--- src/sv/first_fit_block_allocator_macros.svh ---
// ----------------------------------------------------------------------------
// first fit block allocator assertion macros
// concurrent check wrappers, compiled out for synthesis
// ----------------------------------------------------------------------------
`ifndef FIRST_FIT_BLOCK_ALLOCATOR_MACROS_SVH
`define FIRST_FIT_BLOCK_ALLOCATOR_MACROS_SVH

`ifndef SYNTHESIS
// check on every clock edge outside reset
`define FFBA_ASSERT(label, prop, msg) \
	label: assert property (@(posedge clk) disable iff (!arst_n) prop) else $error(msg);
// check on every clock edge, reset included
`define FFBA_ASSERT_ALWAYS(label, prop, msg) \
	label: assert property (@(posedge clk) prop) else $error(msg);
`else
`define FFBA_ASSERT(label, prop, msg)
`define FFBA_ASSERT_ALWAYS(label, prop, msg)
`endif

`endif

--- src/sv/ffba_pkg.sv ---
// ----------------------------------------------------------------------------
// ffba_pkg
// shared constants, field widths, operation codes and sequencer states
// ----------------------------------------------------------------------------
package ffba_pkg;

	// pool geometry
	localparam int FIRST_POOL_BLOCKS  = 36;
	localparam int SECOND_POOL_BLOCKS = 128;
	localparam int BLOCK_SAMPLES      = 128;
	localparam int TOTAL_BLOCKS       = FIRST_POOL_BLOCKS + SECOND_POOL_BLOCKS;

	// beat field widths
	localparam int FUNC_W     = 2;
	localparam int SAMPLES_W  = 15;
	localparam int START_W    = 7;
	localparam int FREE_CNT_W = 8;
	localparam int OFFSET_W   = 14;
	localparam int USED_W     = 8;

	// internal widths
	localparam int MAP_AW     = $clog2(TOTAL_BLOCKS);
	localparam int IDX_W      = $clog2(TOTAL_BLOCKS + 1);
	localparam int BLK_SHIFT  = $clog2(BLOCK_SAMPLES);
	localparam int NEED_W     = $clog2(((2**SAMPLES_W - 1) >> BLK_SHIFT) + 2);
	localparam int FREE_SUM_W = $clog2(TOTAL_BLOCKS + 2**START_W + 2**FREE_CNT_W + 1);

	typedef enum logic [FUNC_W-1:0] {
		FN_ALLOC    = 2'd0,
		FN_FREE     = 2'd1,
		FN_FREE_ALL = 2'd2,
		FN_COUNT    = 2'd3
	} func_t;

	typedef enum logic [2:0] {
		ST_CLEAR,
		ST_IDLE,
		ST_SCAN,
		ST_MARK,
		ST_FREE,
		ST_COUNT,
		ST_DONE
	} state_t;

endpackage

--- src/sv/ffba_if.sv ---
// ----------------------------------------------------------------------------
// ffba channel interfaces
// request and response channels with valid/ready handshake
// ----------------------------------------------------------------------------
interface ffba_req_if;
	logic                                valid;
	logic                                ready;
	logic [ffba_pkg::FUNC_W-1:0]         func;
	logic [ffba_pkg::SAMPLES_W-1:0]      sample_count;
	logic                                free_pool;
	logic [ffba_pkg::START_W-1:0]        free_start;
	logic [ffba_pkg::FREE_CNT_W-1:0]     free_blocks;

	modport source (
		output valid, func, sample_count, free_pool, free_start, free_blocks,
		input  ready
	);
	modport sink (
		input  valid, func, sample_count, free_pool, free_start, free_blocks,
		output ready
	);
endinterface

interface ffba_rsp_if;
	logic                                valid;
	logic                                ready;
	logic                                ok;
	logic                                alloc_pool;
	logic [ffba_pkg::START_W-1:0]        alloc_start;
	logic [ffba_pkg::OFFSET_W-1:0]       sample_offset;
	logic [ffba_pkg::USED_W-1:0]         used_blocks;

	modport source (
		output valid, ok, alloc_pool, alloc_start, sample_offset, used_blocks,
		input  ready
	);
	modport sink (
		input  valid, ok, alloc_pool, alloc_start, sample_offset, used_blocks,
		output ready
	);
endinterface

--- src/sv/first_fit_block_allocator.sv ---
// ----------------------------------------------------------------------------
// first_fit_block_allocator
// first fit allocator over two block pools kept in one used/free bit memory
// ----------------------------------------------------------------------------
// usage
// - req channel takes one beat per operation: allocate, free range, free all,
//   count used; req.ready is high only while the sequencer is idle
// - rsp channel gives exactly one beat per request; the response sits in an
//   output register, so a new request is taken while it waits, and the next
//   response is held back until rsp.ready frees the register
// - both pools live in one 164 entry bit memory, first pool at the low end;
//   every operation walks it one entry per cycle through a single address
//   counter and increment/compare unit
// - allocate: a scan through the registered read port until a free run is found
//   or the map ends, then a write for each block marked, then a load of the
//   output register; free range: one write per block freed; free all: a
//   clearing pass over the whole map; count: a read of every entry
// - after reset a clearing pass over all 164 entries zeroes the map; req.ready
//   stays low until it ends
// - a stalled receiver only holds the finished response; work on the next
//   request continues until its own result is due
// ----------------------------------------------------------------------------
`include "first_fit_block_allocator_macros.svh"

module first_fit_block_allocator (
	input  logic        clk,
	input  logic        arst_n,
	ffba_req_if.sink    req,
	ffba_rsp_if.source  rsp
);

	import ffba_pkg::*;

	// sequencer state
	state_t state_q, state_d;
	logic [IDX_W-1:0] addr_q;    // shared walk index
	logic [IDX_W-1:0] end_q;     // walk limit for free and mark
	logic             reply_q;   // clear pass was requested by a beat
	logic             rsp_valid_q;

	// operation working registers
	logic [NEED_W-1:0] need_q;
	logic [NEED_W-1:0] run_q;
	logic [MAP_AW-1:0] first_q;
	logic [IDX_W-1:0]  cnt_q;
	logic              res_ok_q;
	logic              res_alloc_q;

	// response registers
	logic                rsp_ok_q;
	logic                rsp_pool_q;
	logic [START_W-1:0]  rsp_start_q;
	logic [OFFSET_W-1:0] rsp_offset_q;
	logic [USED_W-1:0]   rsp_used_q;

	// memory read pipeline
	logic              rd_vld_s1;
	logic [MAP_AW-1:0] rd_idx_s1;
	logic              rd_bit_s1;

	// memory controls
	logic              mem_we;
	logic              mem_wd;
	logic              issue;

	logic accept;
	logic rsp_load;
	func_t req_func;

	assign req_func = func_t'(req.func);
	assign accept   = req.valid && req.ready;
	assign rsp_load = (state_q == ST_DONE) && (!rsp_valid_q || rsp.ready);

	// ------------------------------------------------------------------
	// free range bounds, clipped to the pool end
	// ------------------------------------------------------------------
	logic [FREE_SUM_W-1:0] free_base, free_len, free_lo_w, free_lim, free_top;
	logic [IDX_W-1:0]      free_lo, free_hi;
	logic                  free_any;

	always_comb begin
		free_base = req.free_pool ? FREE_SUM_W'(FIRST_POOL_BLOCKS) : '0;
		free_len  = req.free_pool ? FREE_SUM_W'(SECOND_POOL_BLOCKS)
		                          : FREE_SUM_W'(FIRST_POOL_BLOCKS);
		free_lo_w = free_base + FREE_SUM_W'(req.free_start);
		free_lim  = free_lo_w + FREE_SUM_W'(req.free_blocks);
		free_top  = free_base + free_len;
		free_any  = (FREE_SUM_W'(req.free_start) < free_len) && (req.free_blocks != '0);
		if (free_any) begin
			free_lo = IDX_W'(free_lo_w);
			free_hi = (free_lim < free_top) ? IDX_W'(free_lim) : IDX_W'(free_top);
		end else begin
			// nothing to free: empty walk
			free_lo = '0;
			free_hi = '0;
		end
	end

	// ------------------------------------------------------------------
	// scan step on the bit that came back from memory
	// ------------------------------------------------------------------
	logic              proc;
	logic              last_idx;
	logic [NEED_W-1:0] base_run, run_nxt;
	logic [MAP_AW-1:0] run_first;
	logic              found;
	logic [IDX_W-1:0]  cnt_nxt;

	always_comb begin
		proc      = rd_vld_s1 && ((state_q == ST_SCAN) || (state_q == ST_COUNT));
		last_idx  = rd_idx_s1 == MAP_AW'(TOTAL_BLOCKS - 1);
		// a run never crosses into the second pool
		base_run  = (rd_idx_s1 == MAP_AW'(FIRST_POOL_BLOCKS)) ? '0 : run_q;
		run_nxt   = rd_bit_s1 ? '0 : base_run + NEED_W'(1);
		run_first = (base_run == '0) ? rd_idx_s1 : first_q;
		found     = !rd_bit_s1 && (run_nxt >= need_q);
		cnt_nxt   = cnt_q + IDX_W'(rd_bit_s1);
	end

	// ------------------------------------------------------------------
	// next state
	// ------------------------------------------------------------------
	always_comb begin
		state_d = state_q;
		case (state_q)
			ST_CLEAR: begin
				if (addr_q == IDX_W'(TOTAL_BLOCKS - 1)) begin
					state_d = reply_q ? ST_DONE : ST_IDLE;
				end
			end
			ST_IDLE: begin
				if (accept) begin
					case (req_func)
						FN_ALLOC:    state_d = ST_SCAN;
						FN_FREE:     state_d = ST_FREE;
						FN_FREE_ALL: state_d = ST_CLEAR;
						FN_COUNT:    state_d = ST_COUNT;
						default:     state_d = ST_IDLE;
					endcase
				end
			end
			ST_SCAN: begin
				if (proc && found) begin
					state_d = ST_MARK;
				end else if (proc && last_idx) begin
					state_d = ST_DONE;
				end
			end
			ST_MARK: begin
				if (addr_q == end_q - IDX_W'(1)) begin
					state_d = ST_DONE;
				end
			end
			ST_FREE: begin
				if (addr_q >= end_q) begin
					state_d = ST_DONE;
				end
			end
			ST_COUNT: begin
				if (proc && last_idx) begin
					state_d = ST_DONE;
				end
			end
			ST_DONE: begin
				if (rsp_load) begin
					state_d = ST_IDLE;
				end
			end
			default: state_d = ST_IDLE;
		endcase
	end

	// ------------------------------------------------------------------
	// sequencer outputs: memory port controls
	// ------------------------------------------------------------------
	always_comb begin
		mem_we = 1'b0;
		mem_wd = 1'b0;
		issue  = 1'b0;
		case (state_q)
			ST_CLEAR: mem_we = 1'b1;
			ST_MARK: begin
				mem_we = 1'b1;
				mem_wd = 1'b1;
			end
			ST_FREE:  mem_we = addr_q < end_q;
			ST_SCAN:  issue  = addr_q < IDX_W'(TOTAL_BLOCKS);
			ST_COUNT: issue  = addr_q < IDX_W'(TOTAL_BLOCKS);
			default: begin
				mem_we = 1'b0;
				issue  = 1'b0;
			end
		endcase
	end

	ffba_map_ram #(
		.DEPTH (TOTAL_BLOCKS),
		.AW    (MAP_AW)
	) u_map (
		.clk   (clk),
		.we    (mem_we),
		.waddr (addr_q[MAP_AW-1:0]),
		.wdata (mem_wd),
		.re    (issue),
		.raddr (addr_q[MAP_AW-1:0]),
		.rdata (rd_bit_s1)
	);

	// ------------------------------------------------------------------
	// control registers
	// ------------------------------------------------------------------
	always_ff @(posedge clk or negedge arst_n) begin
		if (!arst_n) begin
			state_q     <= ST_CLEAR;
			addr_q      <= '0;
			reply_q     <= 1'b0;
			rd_vld_s1   <= 1'b0;
			rsp_valid_q <= 1'b0;
		end else begin
			state_q   <= state_d;
			rd_vld_s1 <= issue;

			if (rsp_load) begin
				rsp_valid_q <= 1'b1;
			end else if (rsp.ready) begin
				rsp_valid_q <= 1'b0;
			end

			if (accept) begin
				reply_q <= 1'b1;
			end

			case (state_q)
				ST_IDLE: begin
					if (accept) begin
						addr_q <= (req_func == FN_FREE) ? free_lo : '0;
					end
				end
				ST_CLEAR, ST_MARK: addr_q <= addr_q + IDX_W'(1);
				ST_FREE: begin
					if (addr_q < end_q) begin
						addr_q <= addr_q + IDX_W'(1);
					end
				end
				ST_SCAN: begin
					if (proc && found) begin
						// walk now marks the run from its first block
						addr_q <= IDX_W'(run_first);
					end else if (issue) begin
						addr_q <= addr_q + IDX_W'(1);
					end
				end
				ST_COUNT: begin
					if (issue) begin
						addr_q <= addr_q + IDX_W'(1);
					end
				end
				default: addr_q <= addr_q;
			endcase
		end
	end

	// ------------------------------------------------------------------
	// working and response payload registers
	// ------------------------------------------------------------------
	logic [MAP_AW-1:0] local_start;
	logic              first_in_second;

	assign first_in_second = first_q >= MAP_AW'(FIRST_POOL_BLOCKS);
	assign local_start     = first_q - (first_in_second ? MAP_AW'(FIRST_POOL_BLOCKS) : '0);

	always_ff @(posedge clk) begin
		rd_idx_s1 <= addr_q[MAP_AW-1:0];

		if (accept) begin
			need_q      <= NEED_W'(req.sample_count >> BLK_SHIFT) + NEED_W'(1);
			run_q       <= '0;
			cnt_q       <= '0;
			res_ok_q    <= 1'b1;
			res_alloc_q <= 1'b0;
			end_q       <= free_hi;
		end

		if (proc && (state_q == ST_SCAN)) begin
			run_q   <= run_nxt;
			first_q <= run_first;
			if (found) begin
				end_q       <= IDX_W'(run_first) + IDX_W'(need_q);
				res_alloc_q <= 1'b1;
			end else if (last_idx) begin
				res_ok_q <= 1'b0;
			end
		end

		if (proc && (state_q == ST_COUNT)) begin
			cnt_q <= cnt_nxt;
		end

		if (rsp_load) begin
			rsp_ok_q   <= res_ok_q;
			rsp_used_q <= USED_W'(cnt_q);
			if (res_alloc_q) begin
				rsp_pool_q   <= first_in_second;
				rsp_start_q  <= START_W'(local_start);
				rsp_offset_q <= OFFSET_W'(32'(local_start) * BLOCK_SAMPLES);
			end else begin
				rsp_pool_q   <= 1'b0;
				rsp_start_q  <= '0;
				rsp_offset_q <= '0;
			end
		end
	end

	assign req.ready         = state_q == ST_IDLE;
	assign rsp.valid         = rsp_valid_q;
	assign rsp.ok            = rsp_ok_q;
	assign rsp.alloc_pool    = rsp_pool_q;
	assign rsp.alloc_start   = rsp_start_q;
	assign rsp.sample_offset = rsp_offset_q;
	assign rsp.used_blocks   = rsp_used_q;

	// ------------------------------------------------------------------
	// checks
	// ------------------------------------------------------------------
	// the current run is always shorter than the request while scanning
	`FFBA_ASSERT(a_run_below_need, (state_q == ST_SCAN) |-> (run_q < need_q), "run reached need in scan")
	// marking stays inside the run that was found
	`FFBA_ASSERT(a_mark_in_run, (state_q == ST_MARK) |-> (addr_q < end_q), "mark walked past run")
	// a failed allocation reports no position and no count
	`FFBA_ASSERT(a_fail_zero, (rsp.valid && !rsp.ok) |-> (rsp.alloc_start == '0 && rsp.used_blocks == '0 && !rsp.alloc_pool), "failed allocate reports data")
	// no request is taken during the clearing pass
	`FFBA_ASSERT_ALWAYS(a_no_accept_clear, (state_q == ST_CLEAR) |-> !req.ready, "ready during clear")

endmodule

--- src/sv/ffba_map_ram.sv ---
// ----------------------------------------------------------------------------
// ffba_map_ram
// one write port, one registered read port block map memory
// ----------------------------------------------------------------------------
module ffba_map_ram #(
	parameter int DEPTH = 164,
	parameter int AW    = $clog2(DEPTH)
) (
	input  logic          clk,
	input  logic          we,
	input  logic [AW-1:0] waddr,
	input  logic          wdata,
	input  logic          re,
	input  logic [AW-1:0] raddr,
	output logic          rdata
);

	logic mem [DEPTH];

	always_ff @(posedge clk) begin
		if (we) begin
			mem[waddr] <= wdata;
		end
	end

	always_ff @(posedge clk) begin
		if (re) begin
			rdata <= mem[raddr];
		end
	end

endmodule
--- src/flat_wrapper.sv ---
// flat-port wrapper written by rule: the top's interface ports become plain ports
module first_fit_block_allocator_flat import ffba_pkg::*;
  (clk, arst_n, req_valid, req_func, req_sample_count, req_free_pool, req_free_start, req_free_blocks, req_ready, rsp_valid, rsp_ok, rsp_alloc_pool, rsp_alloc_start, rsp_sample_offset, rsp_used_blocks, rsp_ready);
  ffba_req_if req_i ();
  ffba_rsp_if rsp_i ();
  input  logic clk;
  input  logic arst_n;
  input wire logic [$bits(req_i.valid)-1:0] req_valid;
  input wire logic [$bits(req_i.func)-1:0] req_func;
  input wire logic [$bits(req_i.sample_count)-1:0] req_sample_count;
  input wire logic [$bits(req_i.free_pool)-1:0] req_free_pool;
  input wire logic [$bits(req_i.free_start)-1:0] req_free_start;
  input wire logic [$bits(req_i.free_blocks)-1:0] req_free_blocks;
  output wire logic [$bits(req_i.ready)-1:0] req_ready;
  output wire logic [$bits(rsp_i.valid)-1:0] rsp_valid;
  output wire logic [$bits(rsp_i.ok)-1:0] rsp_ok;
  output wire logic [$bits(rsp_i.alloc_pool)-1:0] rsp_alloc_pool;
  output wire logic [$bits(rsp_i.alloc_start)-1:0] rsp_alloc_start;
  output wire logic [$bits(rsp_i.sample_offset)-1:0] rsp_sample_offset;
  output wire logic [$bits(rsp_i.used_blocks)-1:0] rsp_used_blocks;
  input wire logic [$bits(rsp_i.ready)-1:0] rsp_ready;
  assign req_i.valid = req_valid;
  assign req_i.func = req_func;
  assign req_i.sample_count = req_sample_count;
  assign req_i.free_pool = req_free_pool;
  assign req_i.free_start = req_free_start;
  assign req_i.free_blocks = req_free_blocks;
  assign req_ready = req_i.ready;
  assign rsp_valid = rsp_i.valid;
  assign rsp_ok = rsp_i.ok;
  assign rsp_alloc_pool = rsp_i.alloc_pool;
  assign rsp_alloc_start = rsp_i.alloc_start;
  assign rsp_sample_offset = rsp_i.sample_offset;
  assign rsp_used_blocks = rsp_i.used_blocks;
  assign rsp_i.ready = rsp_ready;
  first_fit_block_allocator u_core (.clk(clk), .arst_n(arst_n), .req(req_i), .rsp(rsp_i));
endmodule
--- config.mk ---
export PLATFORM = sky130hd
export DESIGN_NAME = first_fit_block_allocator_flat
export DESIGN_NICKNAME = d
export VERILOG_FILES = /design/src/sv/ffba_pkg.sv /design/src/sv/ffba_if.sv /design/src/sv/first_fit_block_allocator.sv /design/src/sv/ffba_map_ram.sv /design/src/flat_wrapper.sv
export VERILOG_INCLUDE_DIRS = /design/src /design/src/sv
export SDC_FILE = /design/constraint.sdc
export NUM_CORES = 1
export LEC_CHECK = 0
export BUFFER_PORTS_ARGS = -buffer_cell sky130_fd_sc_hd__buf_4
export CAP_MARGIN = 10
export CORE_UTILIZATION = 55
export DETAILED_ROUTE_END_ITERATION = 8
export PLACE_DENSITY = 0.8
export SLEW_MARGIN = 20
export SYNTH_ARGS = -nofsm -noshare
export SYNTH_HDL_FRONTEND = slang
export SYNTH_HIERARCHICAL = 1
export SYNTH_SLANG_ARGS = --single-unit
--- constraint.sdc ---
create_clock -name clk -period 4.4 [get_ports clk]
set_clock_uncertainty 0.1 [all_clocks]
set_input_delay 0.44 -clock clk [delete_from_list [all_inputs] [get_ports clk]]
set_output_delay 0.44 -clock clk [all_outputs]
set_load 0.05 [all_outputs]
==> key figures <==
Outcome
  – Status: complete, no violations

Die
  – Die H: 157 um
  – Boundary Pins: 70
  – Die X: 157 um
  – Core area: 23,500 um2
  – Initial Utilization: 56.3%
  – Row count: 56
  – Die Area: 24,700 um2

Placed design
  – Final HPWL DP: 20,800 um
  – Pre-CTS setup slack: 0.145 ns
  – Gpl congestion: 0.959
  – Port Buffers: 55

Final layout
  – P&R area growth vs syn: 11.1%
  – Post-layout nets: 1,288
  – Commonest non-fill, non-tap cell in the layout: nor2_1
  – Share of layout cells above drive strength 1: 14.2%
  – Commonest non-fill, non-tap cells in the layout: nor2_1 (217), edfxtp_1 (216), nand2_1 (74), buf_4 (73), a21oi_1 (49)
  – Combined area of the multi-input logic cells: 5600 um2
  – N_diodes: 0
  – Fillers: 1,849
  – Storage cell area: 7200 um2

GRT
  – Initial antenna violation count: 0
  – Pin count of the biggest net entering global routing: 79
  – GRT Total Usage: 25.6%
  – Number of global-route vias before repair: 9,096
  – Gr ovfl total: 0
  – First-pass GRT wire length: 48,500 um

Worst setup path
  – Most used cell, CP: nand2_1
  – Worst path arrival time: 4.39 ns
  – Crit Path Class: flip-flop to flip-flop
  – Critical Path, Cell by Cell: nor4b_1 > nand2_1 > and2_1 > ha_1 > nand2_1 > nor2_1 > nand3_1 > xor2_1 > nor2_1 > ha_1 > and4_1 > a221oi_1 > o21ai_0 > a31o_2 > nand2_1 > nand3_1 > a221o_1
  – Worst Path Required: 4.71 ns
  – Cell count of the worst reg-to-reg path: 17
  – Setup slack, reg-to-reg: 0.32 ns
  – Critical R2R Launch: u_core/rd_idx_s1[0]
  – Crit-path slowest cell: dfxtp_1
  – Crit-path max cell delay: 0.33 ns
  – Worst Path Max Fanout: 8
  – Setup crit end kind: flip-flop
  – Critical R2R Capture: u_core/state_q[0]
  – WP buf/inv: 0
  – Critical path launch point type: flip-flop
  – Top Family by Delay on Critical Path: simple AND/OR/NAND/NOR gates

Hold path
  – Hold Path Class: input port to flip-flop
  – Worst Hold Path Cells: 2
  – Hold Crit Endpoint: u_core/need_q[0]
  – Hold_sp: req_sample_count[7]

Drt
  – Metal-1 WL: 12,700 um
  – Pre-antenna DRT Iters: 5
  – Drt wl/cell: 20.3 um
  – Iter 0 DRT Violations: 1,106
  – Remaining antenna violation count after routing: 0
  – Met2 wire length: 14,400 um
  – DRC Markers: 0
  – Final Routed Wirelength: 31,200 um
  – DR vias: 9,546
  – Vias per inst: 6.20
  – Top Metal Used: met4
  – Routed wl met3: 2990 um

Synthesis
  – Post-synth ARST share: 5.65%
  – #FFs+latches synth: 248
  – Post-synth EDFFs: 216
  – Synth Warn #: 6
  – Sequential fraction of the synthesis area: 54.3%
  – Top_reg_cell synth: edfxtp_1
  – Cells after Synth: 1,159
  – Post-synthesis cell type count: 80
  – Syn Area/Cell: 11.4 um2
  – Post-synthesis cell area: 13,300 um2

Timing
  – Least-Margin Pin Slew: 0.958 ns
  – Tmin final: 4.08 ns
  – Slew margin rel.: 36.0%
  – # setup viols final: 0
  – Max Slew Vio Count: 0
  – Fin. Hold Viols: 0
  – Setup_tns: 0 ns
  – Fin worst setup slack: 0.317 ns
  – Period utilisation layout: 92.8%
  – RSZ-0062 raised after global routing: no
  – FMAX: 245 MHz

Pwr
  – Max VDD drop: 0.000300 V
  – LEAKAGE: 5.18 nW
  – Sequential Power Share: 35.0%
  – Clock power share: 21.9%
  – Comb power frac: 43.1%
  – Power density cells: 639 nW/um2
  – Sw Share: 39.8%
  – Switching Power: 3.75 mW
  – Internal power: 5.67 mW

Clocking
  – CTS sink cnt: 248
  – Number of setup buffers added after CTS: 0
  – Clock latency reported for the late side of the worst-skew pair: 0.54 ns
  – CTS Root Cell: clkbuf_16
  – Clock Tree Buf Depth: 3
  – Worst-path clk slew: 0.06 ns
  – Num CTS Buffers: 24
  – TritonCTS clock tree: built
  – H-tree levels: 1

Flow run
  – Max Cap Viol: 0
## cells in the mapped netlist (11+ instances only)
cell type / count / share of area, %
nand3_1: 42 / 1.6
clkbuf_1: 26 / 0.74
buf_4: 18 / 1.0
dfrtp_1: 14 / 2.6
mux2i_1: 24 / 1.8
nor2_1: 217 / 6.1
nor3_1: 20 / 0.75
dfxtp_1: 18 / 2.7
o31ai_1: 11 / 0.62
o21ai_0: 23 / 0.87
inv_1: 40 / 1.1
nand2_1: 74 / 2.1
mux2_2: 13 / 1.1
mux4_2: 22 / 3.7
buf_2: 13 / 0.49
ha_1: 46 / 4.3
a21oi_1: 49 / 1.8
a211oi_1: 12 / 0.68
nand2b_1: 16 / 0.75
edfxtp_1: 216 / 49
xor2_1: 23 / 1.5
xnor2_1: 31 / 2.0
nor2b_1: 20 / 0.94
## layout make-up
class | instances | area share, %
Clock buffer | 29 | 4.41
Clock inverter | 15 | 0.976
Inverter | 41 | 1.05
Multi-Input combinational cell | 812 | 38.0
Sequential cell | 248 | 48.8
Tap cell | 319 | 2.71
Timing Repair Buffer | 76 | 4.06
## worst max-delay path by stage
stage / start / slack, ns / endpoint / cells after the start
after global placement: u_core/rd_idx_s1[3] / 0.30 / u_core/addr_q[5] / 17
after global routing: u_core/rd_idx_s1[0] / 0.02 / u_core/addr_q[3] / 17
after detailed placement: u_core/rd_idx_s1[3] / 0.14 / u_core/addr_q[3] / 17
after CTS: u_core/rd_idx_s1[6] / 0.11 / u_core/addr_q[3] / 17
final: u_core/rd_idx_s1[0] / 0.32 / u_core/state_q[0] / 17
after floorplan: u_core/rd_idx_s1[3] / 0.85 / u_core/end_q[3] / 17
## routing by layer
layer	track usage [%]	up-vias
li1	-	4356
met1	34.9	4557
met2	40.4	534
met3	5.09	99
met4	9.99	0
met5	0	-
## flip-flops by register name, summed over array words and instances, names as in the netlist, 3 cells and up
name	count
u_core/rsp.sample_offset	7
u_core/cnt_q	8
u_core/addr_q	8
u_core/rd_idx_s1	8
u_core/u_map/mem	164
u_core/need_q	9
u_core/rsp.used_blocks	8
u_core/run_q	9
u_core/state_q	3
u_core/end_q	8
u_core/first_q	8
## power groups by stage
stage	clock (mW)	sequential (mW)	combinational (mW)
final	2.06	3.29	4.06
after global placement	0	3.32	3.82
after detailed placement	0	3.33	3.94
after global routing	2.18	3.32	4.35
after floorplan	0	3.44	2.78
after CTS	2.08	3.28	3.97
## per-stage QoR
step	std cells	area (um2)	util, %	total power, mW	hold slack, ns
final	1540	14700	62.6	9.42	0.0936
after global routing	1540	14700	62.6	9.85	0.0988
after CTS	1540	14700	62.5	9.34	0.0882
after detailed placement	1495	13900	59.1	7.27	0.215
after global placement	1495	13900	59.1	7.14	0.217
after floorplan	1165	13300	-	6.22	0.0444
## repair_timing
action | in CTS | in global routing
hold buffers | 1 | 0
endpoints found under the setup margin | 0 | 15
gates resized for setup | 0 | 3
hold endpoints to repair | 14 | 0
## cells by family after synthesis
kind of cell	share of synthesized area (%)
multiplexers	8.43
XOR/XNOR	3.69
AO/OA/AOI/OAI	9.42
adder cells (fa/ha/maj)	4.64
other	0.0283
buffers and inverters	3.91
AND/OR/NAND/NOR	15.6
flip-flops	54.3
Note: power is estimated with default switching activity, not from simulation.
